<file path="src/rtl/core/arct_pkg.sv">
// ----------------------------------------------------------------------------
// arct_pkg
// Widths, codes and control structs of the audio ring cursor tracker.
// ----------------------------------------------------------------------------
package arct_pkg;

	localparam int unsigned MAX_RING_DEF = 1048576;

	localparam int unsigned CMD_W   = 2;
	localparam int unsigned CUR_W   = 20;
	localparam int unsigned RCFG_W  = 21;
	localparam int unsigned FRM_W   = 9;
	localparam int unsigned DIR_W   = 1;
	localparam int unsigned STAT_W  = 2;
	localparam int unsigned CNT_W   = 21;
	localparam int unsigned TOT_W   = 64;
	localparam int unsigned PADDR_W = 4;
	localparam int unsigned PDATA_W = 32;
	localparam int unsigned RIDX_W  = 2;

	// serial divider
	localparam int unsigned DIV_R_W = 21;
	localparam int unsigned DIV_Q_W = 22;
	localparam int unsigned DIV_N_W = 6;
	localparam int unsigned DIV_BPC = 2;
	localparam int unsigned DSEL_W  = 3;

	localparam logic [DIV_N_W-1:0] DIV_N_CUR = DIV_N_W'(CUR_W / DIV_BPC);
	localparam logic [DIV_N_W-1:0] DIV_N_TOT = DIV_N_W'(TOT_W / DIV_BPC);
	localparam logic [DIV_N_W-1:0] DIV_N_CNT = DIV_N_W'(DIV_Q_W / DIV_BPC);

	localparam logic [CMD_W-1:0] CMD_POLL    = 2'd0;
	localparam logic [CMD_W-1:0] CMD_PREFILL = 2'd1;
	localparam logic [CMD_W-1:0] CMD_STOP    = 2'd2;

	localparam logic [STAT_W-1:0] STAT_NONE = 2'd0;
	localparam logic [STAT_W-1:0] STAT_XFER = 2'd1;
	localparam logic [STAT_W-1:0] STAT_LOST = 2'd2;

	localparam logic [RIDX_W-1:0] REG_RING  = 2'd0;
	localparam logic [RIDX_W-1:0] REG_FRAME = 2'd1;
	localparam logic [RIDX_W-1:0] REG_DIR   = 2'd2;

	localparam logic [RCFG_W-1:0] RING_RST  = 21'd1048576;
	localparam logic [FRM_W-1:0]  FRAME_RST = 9'd4;
	localparam logic [DIR_W-1:0]  DIR_RST   = 1'b1;

	localparam logic [DSEL_W-1:0] DSEL_RD   = 3'd0;
	localparam logic [DSEL_W-1:0] DSEL_WR   = 3'd1;
	localparam logic [DSEL_W-1:0] DSEL_PREV = 3'd2;
	localparam logic [DSEL_W-1:0] DSEL_SW   = 3'd3;
	localparam logic [DSEL_W-1:0] DSEL_FRM  = 3'd4;

	typedef struct packed {
		logic              load_in;
		logic              res_clr;
		logic              clr_tot;
		logic              prefill;
		logic              div_start;
		logic [DSEL_W-1:0] div_sel;
		logic              hw_upd;
		logic              diff_calc;
		logic              avail_calc;
		logic              flag_calc;
		logic              decide;
		logic              out_load;
	} dp_cmd_t;

	typedef struct packed {
		logic [CMD_W-1:0] cmd;
		logic             dir;
		logic             div_done;
		logic             xfer;
		logic             out_free;
	} dp_stat_t;

endpackage

</file>
<file path="src/rtl/core/arct_if.sv">
// ----------------------------------------------------------------------------
// arct_in_if / arct_out_if
// Valid/ready channels for cursor requests and tracker results.
// ----------------------------------------------------------------------------
interface arct_in_if;
	logic                        valid;
	logic                        ready;
	logic [arct_pkg::CMD_W-1:0]  cmd;
	logic [arct_pkg::CUR_W-1:0]  read_cursor;
	logic [arct_pkg::CUR_W-1:0]  write_cursor;

	modport source (output valid, cmd, read_cursor, write_cursor, input ready);
	modport sink   (input valid, cmd, read_cursor, write_cursor, output ready);
endinterface

interface arct_out_if;
	logic                        valid;
	logic                        ready;
	logic [arct_pkg::STAT_W-1:0] status;
	logic [arct_pkg::CUR_W-1:0]  lock_offset;
	logic [arct_pkg::CNT_W-1:0]  transfer_bytes;
	logic [arct_pkg::CNT_W-1:0]  transfer_frames;
	logic [arct_pkg::CNT_W-1:0]  first_part_bytes;
	logic [arct_pkg::CNT_W-1:0]  second_part_bytes;

	modport source (output valid, status, lock_offset, transfer_bytes, transfer_frames,
		first_part_bytes, second_part_bytes, input ready);
	modport sink   (input valid, status, lock_offset, transfer_bytes, transfer_frames,
		first_part_bytes, second_part_bytes, output ready);
endinterface

</file>
<file path="src/rtl/core/arct_div.sv">
// ----------------------------------------------------------------------------
// arct_div
// Serial restoring divider, two quotient bits per cycle, left-aligned dividend.
// ----------------------------------------------------------------------------
module arct_div (
	input  logic                              clk,
	input  logic                              arst_n,
	input  logic                              start,
	input  logic [arct_pkg::TOT_W-1:0]        dividend,
	input  logic [arct_pkg::DIV_R_W-1:0]      divisor,
	input  logic [arct_pkg::DIV_N_W-1:0]      steps,
	output logic                              done,
	output logic [arct_pkg::DIV_R_W-1:0]      rem,
	output logic [arct_pkg::DIV_Q_W-1:0]      quot
);
	localparam int unsigned TW = arct_pkg::TOT_W;
	localparam int unsigned RW = arct_pkg::DIV_R_W;
	localparam int unsigned QW = arct_pkg::DIV_Q_W;
	localparam int unsigned NW = arct_pkg::DIV_N_W;

	logic          busy_q;
	logic          done_q;
	logic [NW-1:0] cnt_q;
	logic [TW-1:0] d_q;
	logic [RW-1:0] r_q;
	logic [RW-1:0] div_q;
	logic [QW-1:0] q_q;
	logic [TW-1:0] d_n;
	logic [RW-1:0] r_n;
	logic [QW-1:0] q_n;

	always_comb begin
		logic [RW:0] r2;
		d_n = d_q;
		r_n = r_q;
		q_n = q_q;
		for (int j = 0; j < arct_pkg::DIV_BPC; j++) begin
			r2  = {r_n, d_n[TW-1]};
			d_n = {d_n[TW-2:0], 1'b0};
			if (r2 >= {1'b0, div_q}) begin
				r_n = RW'(r2 - {1'b0, div_q});
				q_n = {q_n[QW-2:0], 1'b1};
			end else begin
				r_n = r2[RW-1:0];
				q_n = {q_n[QW-2:0], 1'b0};
			end
		end
	end

	always_ff @(posedge clk or negedge arst_n) begin
		if (!arst_n) begin
			busy_q <= 1'b0;
			done_q <= 1'b0;
			cnt_q  <= '0;
		end else begin
			done_q <= 1'b0;
			if (start) begin
				busy_q <= 1'b1;
				cnt_q  <= steps;
			end else if (busy_q) begin
				cnt_q <= cnt_q - NW'(1);
				if (cnt_q == NW'(1)) begin
					busy_q <= 1'b0;
					done_q <= 1'b1;
				end
			end
		end
	end

	always_ff @(posedge clk) begin
		if (start) begin
			d_q   <= dividend;
			r_q   <= '0;
			q_q   <= '0;
			div_q <= divisor;
		end else if (busy_q) begin
			d_q <= d_n;
			r_q <= r_n;
			q_q <= q_n;
		end
	end

	assign done = done_q;
	assign rem  = r_q;
	assign quot = q_q;

endmodule

</file>
<file path="src/rtl/core/arct_cfg.sv">
// ----------------------------------------------------------------------------
// arct_cfg
// APB register file: ring size, frame size and direction, with clamping.
// ----------------------------------------------------------------------------
module arct_cfg #(
	parameter int unsigned MAX_RING_BYTES = arct_pkg::MAX_RING_DEF,
	parameter int unsigned RING_W         = arct_pkg::RCFG_W
) (
	input  logic                           clk,
	input  logic                           arst_n,
	input  logic                           psel,
	input  logic                           penable,
	input  logic                           pwrite,
	input  logic [arct_pkg::PADDR_W-1:0]   paddr,
	input  logic [arct_pkg::PDATA_W-1:0]   pwdata,
	output logic [arct_pkg::PDATA_W-1:0]   prdata,
	output logic                           pready,
	output logic [RING_W-1:0]              ring_eff,
	output logic [arct_pkg::FRM_W-1:0]     fsz_eff,
	output logic                           dir_eff
);
	localparam int unsigned DW = arct_pkg::PDATA_W;
	localparam int unsigned CW = arct_pkg::RCFG_W;
	localparam int unsigned FW = arct_pkg::FRM_W;
	localparam logic [DW-1:0] MAX_W = DW'(MAX_RING_BYTES);

	logic [CW-1:0]               ring_q;
	logic [FW-1:0]               frame_q;
	logic                        dir_q;
	logic [arct_pkg::RIDX_W-1:0] idx;
	logic                        wr_en;

	assign idx    = paddr[arct_pkg::PADDR_W-1:2];
	assign wr_en  = psel & penable & pwrite;
	assign pready = 1'b1;

	always_ff @(posedge clk or negedge arst_n) begin
		if (!arst_n) begin
			ring_q  <= arct_pkg::RING_RST;
			frame_q <= arct_pkg::FRAME_RST;
			dir_q   <= arct_pkg::DIR_RST;
		end else if (wr_en) begin
			case (idx)
				arct_pkg::REG_RING:  ring_q  <= pwdata[CW-1:0];
				arct_pkg::REG_FRAME: frame_q <= pwdata[FW-1:0];
				arct_pkg::REG_DIR:   dir_q   <= pwdata[0];
				default: ;
			endcase
		end
	end

	always_comb begin
		case (idx)
			arct_pkg::REG_RING:  prdata = DW'(ring_q);
			arct_pkg::REG_FRAME: prdata = DW'(frame_q);
			arct_pkg::REG_DIR:   prdata = DW'(dir_q);
			default:             prdata = '0;
		endcase
	end

	always_comb begin
		if (ring_q == '0) begin
			ring_eff = RING_W'(1);
		end else if (DW'(ring_q) > MAX_W) begin
			ring_eff = RING_W'(MAX_W);
		end else begin
			ring_eff = RING_W'(ring_q);
		end
	end

	assign fsz_eff = (frame_q == '0) ? FW'(1) : frame_q;
	assign dir_eff = dir_q;

endmodule

</file>
<file path="src/rtl/core/arct_ctrl.sv">
// ----------------------------------------------------------------------------
// arct_ctrl
// Sequencer: steps the datapath through reductions, totals, the decision and frame count, or prefill and stop.
// ----------------------------------------------------------------------------
module arct_ctrl (
	input  logic               clk,
	input  logic               arst_n,
	input  logic               in_valid,
	output logic               in_ready,
	input  arct_pkg::dp_stat_t stat,
	output arct_pkg::dp_cmd_t  cmd
);
	localparam int unsigned SW = 4;
	localparam logic [SW-1:0] S_IDLE = 4'd0;
	localparam logic [SW-1:0] S_DEC  = 4'd1;
	localparam logic [SW-1:0] S_MRD  = 4'd2;
	localparam logic [SW-1:0] S_MWR  = 4'd3;
	localparam logic [SW-1:0] S_MPRV = 4'd4;
	localparam logic [SW-1:0] S_MSW  = 4'd5;
	localparam logic [SW-1:0] S_HW   = 4'd6;
	localparam logic [SW-1:0] S_DIFF = 4'd7;
	localparam logic [SW-1:0] S_AVL  = 4'd8;
	localparam logic [SW-1:0] S_FLG  = 4'd9;
	localparam logic [SW-1:0] S_DCD  = 4'd10;
	localparam logic [SW-1:0] S_FGO  = 4'd11;
	localparam logic [SW-1:0] S_FRM  = 4'd12;
	localparam logic [SW-1:0] S_DONE = 4'd13;

	logic [SW-1:0] state_q;
	logic [SW-1:0] state_n;

	assign in_ready = (state_q == S_IDLE);

	always_comb begin
		cmd     = '0;
		state_n = state_q;
		case (state_q)
			S_IDLE: begin
				if (in_valid) begin
					cmd.load_in = 1'b1;
					state_n     = S_DEC;
				end
			end
			S_DEC: begin
				cmd.res_clr = 1'b1;
				case (stat.cmd)
					arct_pkg::CMD_POLL: begin
						cmd.div_start = 1'b1;
						cmd.div_sel   = arct_pkg::DSEL_RD;
						state_n       = S_MRD;
					end
					arct_pkg::CMD_PREFILL: begin
						if (stat.dir) begin
							cmd.prefill = 1'b1;
							state_n     = S_FGO;
						end else begin
							state_n = S_DONE;
						end
					end
					arct_pkg::CMD_STOP: begin
						cmd.clr_tot = 1'b1;
						state_n     = S_DONE;
					end
					default: state_n = S_DONE;
				endcase
			end
			S_MRD: begin
				if (stat.div_done) begin
					cmd.div_start = 1'b1;
					cmd.div_sel   = arct_pkg::DSEL_WR;
					state_n       = S_MWR;
				end
			end
			S_MWR: begin
				if (stat.div_done) begin
					cmd.div_start = 1'b1;
					cmd.div_sel   = arct_pkg::DSEL_PREV;
					state_n       = S_MPRV;
				end
			end
			S_MPRV: begin
				if (stat.div_done) begin
					cmd.div_start = 1'b1;
					cmd.div_sel   = arct_pkg::DSEL_SW;
					state_n       = S_MSW;
				end
			end
			S_MSW: begin
				if (stat.div_done) begin
					state_n = S_HW;
				end
			end
			S_HW: begin
				cmd.hw_upd = 1'b1;
				state_n    = S_DIFF;
			end
			S_DIFF: begin
				cmd.diff_calc = 1'b1;
				state_n       = S_AVL;
			end
			S_AVL: begin
				cmd.avail_calc = 1'b1;
				state_n        = S_FLG;
			end
			S_FLG: begin
				cmd.flag_calc = 1'b1;
				state_n       = S_DCD;
			end
			S_DCD: begin
				cmd.decide = 1'b1;
				state_n    = stat.xfer ? S_FGO : S_DONE;
			end
			S_FGO: begin
				cmd.div_start = 1'b1;
				cmd.div_sel   = arct_pkg::DSEL_FRM;
				state_n       = S_FRM;
			end
			S_FRM: begin
				if (stat.div_done) begin
					state_n = S_DONE;
				end
			end
			S_DONE: begin
				if (stat.out_free) begin
					cmd.out_load = 1'b1;
					state_n      = S_IDLE;
				end
			end
			default: state_n = S_IDLE;
		endcase
	end

	always_ff @(posedge clk or negedge arst_n) begin
		if (!arst_n) begin
			state_q <= S_IDLE;
		end else begin
			state_q <= state_n;
		end
	end

endmodule

</file>
<file path="src/rtl/core/arct_dp.sv">
// ----------------------------------------------------------------------------
// arct_dp
// Datapath: cursor reduction, byte totals, availability, split and result reg.
// ----------------------------------------------------------------------------
module arct_dp #(
	parameter int unsigned RING_W = arct_pkg::RCFG_W
) (
	input  logic                          clk,
	input  logic                          arst_n,
	input  arct_pkg::dp_cmd_t             cmd,
	output arct_pkg::dp_stat_t            stat,
	input  logic [arct_pkg::CMD_W-1:0]    in_cmd,
	input  logic [arct_pkg::CUR_W-1:0]    in_rd,
	input  logic [arct_pkg::CUR_W-1:0]    in_wr,
	input  logic [RING_W-1:0]             ring_eff,
	input  logic [arct_pkg::FRM_W-1:0]    fsz_eff,
	input  logic                          dir_eff,
	output logic                          out_valid,
	input  logic                          out_ready,
	output logic [arct_pkg::STAT_W-1:0]   out_status,
	output logic [arct_pkg::CUR_W-1:0]    out_lock,
	output logic [arct_pkg::CNT_W-1:0]    out_bytes,
	output logic [arct_pkg::CNT_W-1:0]    out_frames,
	output logic [arct_pkg::CNT_W-1:0]    out_first,
	output logic [arct_pkg::CNT_W-1:0]    out_second
);
	localparam int unsigned CW = arct_pkg::CUR_W;
	localparam int unsigned TW = arct_pkg::TOT_W;
	localparam int unsigned RW = arct_pkg::DIV_R_W;
	localparam int unsigned QW = arct_pkg::DIV_Q_W;
	localparam int unsigned NW = arct_pkg::DIV_N_W;
	localparam int unsigned BW = arct_pkg::CNT_W;

	function automatic logic [RW-1:0] ring_diff(input logic [CW-1:0] a,
		input logic [CW-1:0] b, input logic [RW-1:0] r);
		logic [RW-1:0] t;
		if (a >= b) begin
			t = RW'(a) - RW'(b);
		end else begin
			t = RW'(a) + r - RW'(b);
		end
		return t;
	endfunction

	function automatic logic in_gap(input logic [RW-1:0] rd, input logic [RW-1:0] wr,
		input logic [RW-1:0] l);
		logic hit;
		if (rd < wr) begin
			hit = (rd <= l) && (l < wr);
		end else if (rd > wr) begin
			hit = (rd <= l) || (l < wr);
		end else begin
			hit = 1'b0;
		end
		return hit;
	endfunction

	// request and config snapshot
	logic [arct_pkg::CMD_W-1:0]  cmd_q;
	logic [CW-1:0]               rdr_q;
	logic [CW-1:0]               wrr_q;
	logic [RING_W-1:0]           ring_q;
	logic [arct_pkg::FRM_W-1:0]  fsz_q;
	logic                        dir_q;
	// working values
	logic [CW-1:0]               rd_q;
	logic [CW-1:0]               wr_q;
	logic [CW-1:0]               prevm_q;
	logic [RW-1:0]               gap_q;
	logic [TW-1:0]               diff_q;
	logic [TW-1:0]               k_q;
	logic [TW-1:0]               avail_q;
	logic                        pos_q;
	logic                        over_q;
	logic                        ingap_q;
	logic [BW-1:0]               take_q;
	logic [arct_pkg::DSEL_W-1:0] dsel_q;
	// tracker state
	logic [TW-1:0]               hw_q;
	logic [TW-1:0]               sw_q;
	logic [CW-1:0]               prev_q;
	// result
	logic [arct_pkg::STAT_W-1:0] status_q;
	logic [RW-1:0]               lock_q;
	logic [BW-1:0]               bytes_q;
	logic [BW-1:0]               frames_q;
	logic [BW-1:0]               first_q;
	logic [BW-1:0]               second_q;
	// output register
	logic                        ovalid_q;
	logic [arct_pkg::STAT_W-1:0] ostatus_q;
	logic [CW-1:0]               olock_q;
	logic [BW-1:0]               obytes_q;
	logic [BW-1:0]               oframes_q;
	logic [BW-1:0]               ofirst_q;
	logic [BW-1:0]               osecond_q;

	logic [RW-1:0]               ring_r;
	logic [CW-1:0]               lead;
	logic [BW-1:0]               avail_b;
	logic [BW-1:0]               first_b;
	logic                        xfer;
	logic [TW-1:0]               div_dvd;
	logic [RW-1:0]               div_dvs;
	logic [NW-1:0]               div_steps;
	logic                        div_done;
	logic [RW-1:0]               div_rem;
	logic [QW-1:0]               div_quot;

	assign ring_r  = RW'(ring_q);
	assign lead    = dir_q ? rd_q : wr_q;
	assign avail_b = avail_q[BW-1:0];
	assign first_b = (take_q < avail_b) ? take_q : avail_b;
	assign xfer    = pos_q & ~over_q & ~ingap_q;

	always_comb begin
		div_dvs   = ring_r;
		div_steps = arct_pkg::DIV_N_CUR;
		case (cmd.div_sel)
			arct_pkg::DSEL_RD:   div_dvd = {rdr_q, {(TW-CW){1'b0}}};
			arct_pkg::DSEL_WR:   div_dvd = {wrr_q, {(TW-CW){1'b0}}};
			arct_pkg::DSEL_PREV: div_dvd = {prev_q, {(TW-CW){1'b0}}};
			arct_pkg::DSEL_SW: begin
				div_dvd   = sw_q;
				div_steps = arct_pkg::DIV_N_TOT;
			end
			arct_pkg::DSEL_FRM: begin
				div_dvd   = {QW'(bytes_q), {(TW-QW){1'b0}}};
				div_dvs   = RW'(fsz_q);
				div_steps = arct_pkg::DIV_N_CNT;
			end
			default: div_dvd = '0;
		endcase
	end

	arct_div u_div (
		.clk      (clk),
		.arst_n   (arst_n),
		.start    (cmd.div_start),
		.dividend (div_dvd),
		.divisor  (div_dvs),
		.steps    (div_steps),
		.done     (div_done),
		.rem      (div_rem),
		.quot     (div_quot)
	);

	// totals and previous cursor
	always_ff @(posedge clk or negedge arst_n) begin
		if (!arst_n) begin
			hw_q   <= '0;
			sw_q   <= '0;
			prev_q <= '0;
		end else if (cmd.clr_tot) begin
			hw_q   <= '0;
			sw_q   <= '0;
			prev_q <= '0;
		end else if (cmd.hw_upd) begin
			hw_q   <= hw_q + TW'(ring_diff(lead, prevm_q, ring_r));
			prev_q <= lead;
		end else if (cmd.prefill) begin
			sw_q <= sw_q + TW'(ring_r);
		end else if (cmd.decide && xfer) begin
			sw_q <= sw_q + avail_q;
		end
	end

	always_ff @(posedge clk) begin
		if (cmd.load_in) begin
			cmd_q  <= in_cmd;
			rdr_q  <= in_rd;
			wrr_q  <= in_wr;
			ring_q <= ring_eff;
			fsz_q  <= fsz_eff;
			dir_q  <= dir_eff;
		end
		if (cmd.div_start) begin
			dsel_q <= cmd.div_sel;
		end
		if (div_done) begin
			case (dsel_q)
				arct_pkg::DSEL_RD:   rd_q     <= div_rem[CW-1:0];
				arct_pkg::DSEL_WR:   wr_q     <= div_rem[CW-1:0];
				arct_pkg::DSEL_PREV: prevm_q  <= div_rem[CW-1:0];
				arct_pkg::DSEL_SW:   lock_q   <= div_rem;
				arct_pkg::DSEL_FRM:  frames_q <= div_quot[BW-1:0];
				default: ;
			endcase
		end
		if (cmd.hw_upd) begin
			gap_q <= ring_diff(wr_q, rd_q, ring_r);
		end
		if (cmd.diff_calc) begin
			diff_q <= hw_q - sw_q;
			k_q    <= dir_q ? TW'(ring_r - gap_q) : TW'(0) - TW'(gap_q);
		end
		if (cmd.avail_calc) begin
			avail_q <= diff_q + k_q;
		end
		if (cmd.flag_calc) begin
			pos_q   <= (avail_q != '0) && !avail_q[TW-1];
			over_q  <= avail_q > TW'(ring_r);
			ingap_q <= in_gap(RW'(rd_q), RW'(wr_q), lock_q);
			take_q  <= BW'(ring_r) - BW'(lock_q);
		end
		if (cmd.prefill) begin
			status_q <= arct_pkg::STAT_XFER;
			lock_q   <= '0;
			bytes_q  <= BW'(ring_r);
			frames_q <= '0;
			first_q  <= BW'(ring_r);
			second_q <= '0;
		end else if (cmd.res_clr) begin
			status_q <= arct_pkg::STAT_NONE;
			lock_q   <= '0;
			bytes_q  <= '0;
			frames_q <= '0;
			first_q  <= '0;
			second_q <= '0;
		end else if (cmd.decide) begin
			if (!pos_q) begin
				status_q <= arct_pkg::STAT_NONE;
			end else if (!xfer) begin
				status_q <= arct_pkg::STAT_LOST;
			end else begin
				status_q <= arct_pkg::STAT_XFER;
				bytes_q  <= avail_b;
				first_q  <= first_b;
				second_q <= avail_b - first_b;
			end
		end
		if (cmd.out_load) begin
			ostatus_q <= status_q;
			olock_q   <= lock_q[CW-1:0];
			obytes_q  <= bytes_q;
			oframes_q <= frames_q;
			ofirst_q  <= first_q;
			osecond_q <= second_q;
		end
	end

	always_ff @(posedge clk or negedge arst_n) begin
		if (!arst_n) begin
			ovalid_q <= 1'b0;
		end else if (cmd.out_load) begin
			ovalid_q <= 1'b1;
		end else if (out_ready) begin
			ovalid_q <= 1'b0;
		end
	end

	assign stat.cmd      = cmd_q;
	assign stat.dir      = dir_q;
	assign stat.div_done = div_done;
	assign stat.xfer     = xfer;
	assign stat.out_free = ~ovalid_q | out_ready;

	assign out_valid  = ovalid_q;
	assign out_status = ostatus_q;
	assign out_lock   = olock_q;
	assign out_bytes  = obytes_q;
	assign out_frames = oframes_q;
	assign out_first  = ofirst_q;
	assign out_second = osecond_q;

endmodule

</file>
<file path="src/rtl/core/audio_ring_cursor_tracker.sv">
// Poll requests pass the shared 2-bit/cycle divider (three cursor
// reductions, the 64-bit lock modulo and, for a transfer, the frame count);
// a prefill with direction set divides only for the frame count; other
// prefills, stop and ignored codes skip it; a stalled output adds its wait.
// Throughput: one request in flight; the next is taken once its result enters the
// output register. Async reset clears totals and cursor and loads register defaults.
// ----------------------------------------------------------------------------
// audio_ring_cursor_tracker
// Ring buffer cursor tracking with APB configuration and valid/ready channels.
// ----------------------------------------------------------------------------
module audio_ring_cursor_tracker #(
	parameter int unsigned MAX_RING_BYTES = arct_pkg::MAX_RING_DEF
) (
	input  logic                           clk,
	input  logic                           arst_n,
	arct_in_if.sink                        in_ch,
	arct_out_if.source                     out_ch,
	input  logic                           psel,
	input  logic                           penable,
	input  logic                           pwrite,
	input  logic [arct_pkg::PADDR_W-1:0]   paddr,
	input  logic [arct_pkg::PDATA_W-1:0]   pwdata,
	output logic [arct_pkg::PDATA_W-1:0]   prdata,
	output logic                           pready
);
	localparam int unsigned RING_W =
		($clog2(MAX_RING_BYTES + 1) < arct_pkg::RCFG_W) ? $clog2(MAX_RING_BYTES + 1)
		: arct_pkg::RCFG_W;

	logic [RING_W-1:0]          ring_eff;
	logic [arct_pkg::FRM_W-1:0] fsz_eff;
	logic                       dir_eff;
	logic                       in_ready;
	arct_pkg::dp_cmd_t          dp_cmd;
	arct_pkg::dp_stat_t         dp_stat;

	arct_cfg #(
		.MAX_RING_BYTES (MAX_RING_BYTES),
		.RING_W         (RING_W)
	) u_cfg (
		.clk      (clk),
		.arst_n   (arst_n),
		.psel     (psel),
		.penable  (penable),
		.pwrite   (pwrite),
		.paddr    (paddr),
		.pwdata   (pwdata),
		.prdata   (prdata),
		.pready   (pready),
		.ring_eff (ring_eff),
		.fsz_eff  (fsz_eff),
		.dir_eff  (dir_eff)
	);

	arct_ctrl u_ctrl (
		.clk      (clk),
		.arst_n   (arst_n),
		.in_valid (in_ch.valid),
		.in_ready (in_ready),
		.stat     (dp_stat),
		.cmd      (dp_cmd)
	);

	assign in_ch.ready = in_ready;

	arct_dp #(
		.RING_W (RING_W)
	) u_dp (
		.clk        (clk),
		.arst_n     (arst_n),
		.cmd        (dp_cmd),
		.stat       (dp_stat),
		.in_cmd     (in_ch.cmd),
		.in_rd      (in_ch.read_cursor),
		.in_wr      (in_ch.write_cursor),
		.ring_eff   (ring_eff),
		.fsz_eff    (fsz_eff),
		.dir_eff    (dir_eff),
		.out_valid  (out_ch.valid),
		.out_ready  (out_ch.ready),
		.out_status (out_ch.status),
		.out_lock   (out_ch.lock_offset),
		.out_bytes  (out_ch.transfer_bytes),
		.out_frames (out_ch.transfer_frames),
		.out_first  (out_ch.first_part_bytes),
		.out_second (out_ch.second_part_bytes)
	);

endmodule

</file>
<file path="src/flat_wrapper.sv">
// flat-port wrapper written by rule: the top's interface ports become plain ports
module audio_ring_cursor_tracker_flat 
#(
	parameter int unsigned MAX_RING_BYTES = arct_pkg::MAX_RING_DEF
)
  (clk, arst_n, psel, penable, pwrite, paddr, pwdata, prdata, pready, in_ch_valid, in_ch_cmd, in_ch_read_cursor, in_ch_write_cursor, in_ch_ready, out_ch_valid, out_ch_status, out_ch_lock_offset, out_ch_transfer_bytes, out_ch_transfer_frames, out_ch_first_part_bytes, out_ch_second_part_bytes, out_ch_ready);
  arct_in_if in_ch_i ();
  arct_out_if out_ch_i ();
  input  logic clk;
  input  logic arst_n;
  input  logic psel;
  input  logic penable;
  input  logic pwrite;
  input  logic [arct_pkg::PADDR_W-1:0] paddr;
  input  logic [arct_pkg::PDATA_W-1:0] pwdata;
  output logic [arct_pkg::PDATA_W-1:0] prdata;
  output logic pready;
  input wire logic [$bits(in_ch_i.valid)-1:0] in_ch_valid;
  input wire logic [$bits(in_ch_i.cmd)-1:0] in_ch_cmd;
  input wire logic [$bits(in_ch_i.read_cursor)-1:0] in_ch_read_cursor;
  input wire logic [$bits(in_ch_i.write_cursor)-1:0] in_ch_write_cursor;
  output wire logic [$bits(in_ch_i.ready)-1:0] in_ch_ready;
  output wire logic [$bits(out_ch_i.valid)-1:0] out_ch_valid;
  output wire logic [$bits(out_ch_i.status)-1:0] out_ch_status;
  output wire logic [$bits(out_ch_i.lock_offset)-1:0] out_ch_lock_offset;
  output wire logic [$bits(out_ch_i.transfer_bytes)-1:0] out_ch_transfer_bytes;
  output wire logic [$bits(out_ch_i.transfer_frames)-1:0] out_ch_transfer_frames;
  output wire logic [$bits(out_ch_i.first_part_bytes)-1:0] out_ch_first_part_bytes;
  output wire logic [$bits(out_ch_i.second_part_bytes)-1:0] out_ch_second_part_bytes;
  input wire logic [$bits(out_ch_i.ready)-1:0] out_ch_ready;
  assign in_ch_i.valid = in_ch_valid;
  assign in_ch_i.cmd = in_ch_cmd;
  assign in_ch_i.read_cursor = in_ch_read_cursor;
  assign in_ch_i.write_cursor = in_ch_write_cursor;
  assign in_ch_ready = in_ch_i.ready;
  assign out_ch_valid = out_ch_i.valid;
  assign out_ch_status = out_ch_i.status;
  assign out_ch_lock_offset = out_ch_i.lock_offset;
  assign out_ch_transfer_bytes = out_ch_i.transfer_bytes;
  assign out_ch_transfer_frames = out_ch_i.transfer_frames;
  assign out_ch_first_part_bytes = out_ch_i.first_part_bytes;
  assign out_ch_second_part_bytes = out_ch_i.second_part_bytes;
  assign out_ch_i.ready = out_ch_ready;
  audio_ring_cursor_tracker #(.MAX_RING_BYTES(MAX_RING_BYTES)) u_core (.clk(clk), .arst_n(arst_n), .in_ch(in_ch_i), .out_ch(out_ch_i), .psel(psel), .penable(penable), .pwrite(pwrite), .paddr(paddr), .pwdata(pwdata), .prdata(prdata), .pready(pready));
endmodule
</file>
<file path="config.mk">
export PLATFORM = sky130hd
export DESIGN_NAME = audio_ring_cursor_tracker_flat
export DESIGN_NICKNAME = d
export VERILOG_FILES = /design/src/rtl/core/arct_pkg.sv /design/src/rtl/core/arct_if.sv /design/src/rtl/core/arct_div.sv /design/src/rtl/core/arct_cfg.sv /design/src/rtl/core/arct_ctrl.sv /design/src/rtl/core/arct_dp.sv /design/src/rtl/core/audio_ring_cursor_tracker.sv /design/src/flat_wrapper.sv
export SDC_FILE = /design/constraint.sdc
export NUM_CORES = 2
export LEC_CHECK = 0
export BUFFER_PORTS_ARGS = -buffer_cell sky130_fd_sc_hd__buf_4
export CORE_MARGIN = 2
export CORE_UTILIZATION = 63
export CTS_CLUSTER_DIAMETER = 150
export CTS_CLUSTER_SIZE = 20
export DETAILED_ROUTE_END_ITERATION = 8
export PLACE_DENSITY = 0.86
export SLEW_MARGIN = 20
export SYNTH_ARGS = -nofsm -noshare
export SYNTH_HDL_FRONTEND = slang
export SYNTH_SLANG_ARGS = --single-unit
</file>
<file path="constraint.sdc">
create_clock -name clk -period 11.23 [get_ports clk]
set_clock_uncertainty 0.15 [all_clocks]
set_input_delay 1.123 -clock clk [delete_from_list [all_inputs] [get_ports clk]]
set_output_delay 1.123 -clock clk [all_outputs]
set_load 0.01 [all_outputs]
</file>
[Word level (Yosys, flattened, before mapping)]
Index checks and enable logic that the tools add are counted.
Storage, ports and cells
  register bits: 905
  input port bits: 85
  word-level logic and storage cells: 235
Cells by class
  add/subtract/negate cells: 18
  magnitude comparators: 11
  eq/ne operators: 34
  muxes and demuxes: 81
  bitwise operators: 8
  reductions and logical operators: 35
Operator list (number)
  two-way mux 64 bit: 9
  two-way mux 21 bit: 18
  case mux 64 bit (5 select lines): 1
  adder 64 x 21 -> 64 bit: 2
  adder 64 bit: 2
  subtractor 21 bit: 4
  > comparator 64 x 21 -> 1 bit: 1
  nonzero test 64 bit: 1
  subtractor 64 bit: 1
  case mux 21 bit (3 select lines): 1
  two-way mux 20 bit: 3
  case mux 4 bit (14 select lines): 1
  greater-or-equal comparator 22 x 21 -> 1 bit: 2
  two-way mux 4 bit: 11
  adder 20 x 21 -> 21 bit: 2
  subtractor 20 x 20 -> 21 bit: 2
  subtractor 21 x 20 -> 21 bit: 2
  greater-or-equal comparator 20 bit: 2
  two-way mux 1 bit: 26
  equality test 4 bit (second input constant): 6
  subtractor 1 x 21 -> 22 bit (first input constant): 1
  subtractor 21 x 21 -> 22 bit: 1
  > comparator 21 bit (second input constant): 1
  less-or-equal comparator 20 x 21 -> 1 bit: 1
  40 further kinds: 86

[Depth between registers and ports, before layout]
  word-level depth: 9
  depth in mapped cells: 31

[Hierarchy]
Synthesis repeated with hierarchy kept, for this count alone.
Second synthesis, totals
  cell total of the unflattened synthesis: 5923
  area, all modules: 57569.0 sq um
Modules (own cells, without submodules)
  arct_dp: times used 1, cells each 4935, area an instance 47127.7 sq um, sequential area each 19413.6 sq um
  arct_div: times used 1, cells each 749, area an instance 8147.8 sq um, sequential area each 3613.5 sq um
  arct_cfg: times used 1, cells each 161, area an instance 1742.9 sq um, sequential area each 779.5 sq um
  arct_ctrl: times used 1, cells each 78, area an instance 550.5 sq um, sequential area each 100.1 sq um

[Least setup slack after synthesis]
OpenSTA, ideal clock, no wires.
  kind: input to register
  start point: input out_ch_ready
  end point: register u_core.u_dp.obytes_q[0], in the netlist u_core.u_dp.out_bytes[0], enable pin
  arrival: 8.367 ns
  required time: 10.379 ns
  slack: 2.011 ns
  stages on the path: 2
  path buffers: 0
  cells stage by stage: nor2b_1 nor3_1
RTL lines
  start: declaration: RTL line flat_wrapper.sv:30  | input wire logic [$bits(out_ch_i.ready)-1:0] out_ch_ready;
  end signal: assignment: RTL line arct_dp.sv:235  | obytes_q <= bytes_q;
  end: declaration: RTL line arct_dp.sv:93  | logic [BW-1:0] obytes_q;

[Worst setup path after layout]
  start point: register u_core.u_dp.dir_q
  end point: register u_core.u_dp.hw_q[46]
On the way
  word-level cells in the longest chain between the ends: 9
  elaborated cells on any way between the ends: 11
  those cells by class: add/sub: 4; order compare: 1; mux: 6
Ends and longest elaborated chain
  start: declaration: RTL line arct_dp.sv:64  | logic dir_q;
  start signal: assignment: RTL line arct_dp.sv:175  | dir_q <= dir_eff;
  two-way mux 20 bit *: RTL line arct_dp.sv:111  | assign lead = dir_q ? rd_q : wr_q;
  adder 20 x 21 -> 21 bit: RTL line arct_dp.sv:40  | t = RW'(a) + r - RW'(b);
  subtractor 21 x 20 -> 21 bit: RTL line arct_dp.sv:40
  two-way mux 21 bit *: RTL line arct_dp.sv:37  | if (a >= b) begin
  two-way mux 21 bit *: RTL line arct_dp.sv:158  | end else if (cmd.hw_upd) begin
  two-way mux 21 bit *: RTL line arct_dp.sv:154  | end else if (cmd.clr_tot) begin
  adder 64 x 21 -> 64 bit *: RTL line arct_dp.sv:159  | hw_q <= hw_q + TW'(ring_diff(lead, prevm_q, ring_r));
  two-way mux 64 bit *: RTL line arct_dp.sv:158
  two-way mux 64 bit *: RTL line arct_dp.sv:154
  end signal: assignment: RTL line arct_dp.sv:159
  end: declaration: RTL line arct_dp.sv:79  | logic [TW-1:0] hw_q;
Every way passes the cells marked *; elsewhere a longest branch is shown, timed or not. The select of a mux whose other input is x is not followed.
A chain may end at the register's enable or synchronous reset.

==> metrics.md <==
| Metric | Value |
|---|---|
| Register-to-Register Setup Slack | `3.70 ns` |
| Finished Layout Cells | `6999` |
| CP peak stage delay | `0.51 ns` |
| WP data arrival | `7.88 ns` |
| Antenna viol nets, final | `0` |
| Top delay family on crit path | `compound AO/OA/AOI/OAI gates` |
| CP dominant cell by count | `a21oi_1` |
| Count of flip-flops with a built-in enable after synthesis | `564` |
| Root buf cell | `clkbuf_16` |
| Vias in the first global route | `43230` |
| Worst-path clk slew | `0.09 ns` |
| Row cnt | `108` |
| DR vias | `45040` |
| Mapped Area | `0.05554 mm^2` |
| DIE AREA | `0.09055 mm^2` |
| Top cells by area, synth | `edfxtp_1, ha_1, dfrtp_1` |
| First-pass GRT wire length | `254800 um` |
| Fmax | `0.1328 GHz` |
| Worst hold path type | `reg2reg` |
| Combinational power share | `0.522` |
| Switch share | `0.4377` |
| Longest Clk Path Bufs | `3` |
| Avg WL per Cell | `24.35 um` |
| P_int | `0.008523 W` |
| IR drop worst, VDD | `0.0002107 V` |
| Sequential Power Share | `0.351` |
| GRT Residual Overflow | `0` |
| P_leak | `25.61 nW` |
| Area growth from synthesis to layout | `7.396%` |
| Crit-path slowest cell | `mux2i_1` |
| Net switching power | `0.006635 W` |
| DRC viols | `0` |
| Post-route cell area | `0.05965 mm^2` |
| Core Area | `0.08702 mm^2` |
| Placed Instance Area | `0.05816 mm^2` |
| Worst R2R Start | `u_core.u_dp.dir_q` |
| Final nets | `6415` |
| Commonest non-fill, non-tap cell in the layout | `edfxtp_1` |
| Fin Setup TNS | `0 ns` |
| Routability Congestion | `1.033` |
| Die height | `300.9 um` |
| IO Count | `226` |
| HP Start | `u_core.u_dp.first_q[14]` |
| Num CTS Buffers | `49` |
| Endpoint type of the worst setup path | `register` |
| Dominant synthesized flop cell | `edfxtp_1` |
| Seq/Total Area, Yosys | `0.4301` |
| Slew Viols, Final | `0` |
| CTS resizes | `0` |
| Vias per cell | `6.435` |
| Ys Warns | `0` |
| Avg Cell Area, Syn | `9.742 um^2` |
| Min Tclk post-route | `7.532 ns` |
| Initial Util | `0.6382` |
| Worst Path Buf+Inv | `4` |
| Critical Path Start | `u_core.u_dp.dir_q` |
| Clock share of power | `0.128` |
| Unique cell type count in the Yosys netlist | `111` |
| Final wirelength | `170400 um` |
| CTS tree | `built` |
| Sink Count | `863` |
| FF-to-FF End | `u_core.u_dp.hw_q[46]` |
| Fillcell total | `6576` |
| CP max FO | `37` |
| GR Util All Layers | `0.3707` |
| Hold buffer count at cts | `0` |
| Layout cells sized above 1 | `0.07551` |
| Antenna violations before repair | `8` |
| H-tree levels | `2` |
| Yosys top cell area share | `0.3049` |
| Largest net degree at the start of global routing | `132` |
| Async SR Flop Fraction | `0.2225` |
| Slew HR | `0.2642` |
| Fin Hold WS | `0.2613 ns` |
| Final period utilization | `0.6707` |
| Die Wd | `300.9 um` |
| Synth Instances | `5701` |
| Worst setup SP type | `register` |
| Final Setup Violations | `0` |
| Drt initial violations | `5277` |
| Post-DP HPWL | `131000 um` |
| Port Buffers | `200` |
| Setup Fix Bufs, Post-CTS | `0` |
| Hold path endpoint | `u_core.u_dp.out_first[14]` |
| Worst R2R Path Depth | `29` |
| # Max-Cap Violations | `0` |
| Synth Register Bits | `863` |
| WHS Path Cells | `0` |
| Commonest non-fill, non-tap cells in the layout | `edfxtp_1, ha_1, a21oi_1` |
| Power Density | `254.1 mW/mm^2` |
| Crit path required time | `11.58 ns` |
| Worst-Margin Slew | `1.104 ns` |
| Type of the worst setup path | `reg2reg` |
| Dpl cells | `6902` |
| RSZ-0062 raised after global routing | `no` |
| Worst skew pair latency | `0.67 ns` |
| Status | `finished clean` |
| Largest area contributor in the netlist | `edfxtp_1` |
| Crit path depth | `29` |
| Router iterations before antenna repair | `8` |
| Hold Fails Final Rpt | `0` |
routing by layer:
| layer | vias up | share of wire | GRT usage |
|---|---|---|---|
| met4 | 4 | 0.074 | 0.2338 |
| met2 | 2169 | 0.46 | 0.5976 |
| met5 | - | 0.00017 | 0 |
| met1 | 21610 | 0.38 | 0.4684 |
| met3 | 494 | 0.088 | 0.05866 |
| li1 | 20760 | - | - |
cell usage after synthesis, drive strengths merged (44+ instances only):
cell type and number:
xnor2 230, inv 445, clkbuf 166, o21a 62, mux2i 77, o21ai 422
xor2 142, dfxtp 107, nand2 439, nor3 89, a31oi 48, nand4 62
a21oi 457, buf 52, a21o 178, and3 44, ha 479, fa 51
nand3 198, and2 80, dfrtp 189, o21bai 49, edfxtp 564, nand2b 59
nor2b 67, nor2 408
per-stage QoR:
step / total power (W) / util / setup slack, ns
2_1_floorplan: 0.01083 / - / 2.011
3_3_place_gp: 0.01276 / 0.6683 / 3.996
3_5_place_dp: 0.01302 / 0.6683 / 3.849
4_1_cts: 0.01497 / 0.6848 / 3.824
5_1_grt: 0.01607 / 0.6853 / 3.294
6_report: 0.01516 / 0.6854 / 3.698
flip-flops by register name (all words and copies together), names as in the netlist, 22 cells and up:
register               flops
u_core.u_dp.sw_q          64
u_core.u_dp.u_div.d_q     64
u_core.u_dp.diff_q        64
u_core.u_dp.hw_q          64
u_core.u_dp.k_q           22
u_core.u_dp.avail_q       64
how the worst max path moves through the flow:
stage	endpoint	slack, ns
floorplan	u_core.u_dp.out_bytes[0]	2.01
global placement	u_core.u_dp.hw_q[30]	4.00
detailed placement	u_core.u_dp.hw_q[62]	3.85
CTS	u_core.u_dp.hw_q[62]	3.82
global route	u_core.u_dp.hw_q[48]	3.29
finish	u_core.u_dp.hw_q[46]	3.70
layout make-up:
type	instances	area, um^2	area share
Multi-Input combinational cell	4184	29230	0.4900
Sequential cell	863	23890	0.4005
Timing Repair Buffer	256	1966	0.03296
Inverter	446	1675	0.02809
Tap cell	1155	1445	0.02423
Clock buffer	89	1398	0.02343
Clock inverter	2	36.28	0.0006083
Antenna cell	4	10.01	0.0001678
power by group through the flow:
stage	registers [W]	logic [W]	clock network, W
final	0.00531	0.00791	0.00194
after detailed placement	0.00533	0.00769	0
after floorplan	0.00495	0.00588	0
after CTS	0.00527	0.00776	0.00194
after global placement	0.00531	0.00745	0
after global routing	0.00534	0.00868	0.00205
logic make-up after synthesis:
kind of cell,synth area share
adders and majority gates,0.1265
other,0.0001352
muxes,0.02199
AOI/OAI and AO/OA,0.1811
xor gates and xnor gates,0.05866
DFF,0.4301
buffers and inverters,0.04634
and+or+nand+nor,0.1352
(Power assumes the default switching activity.)
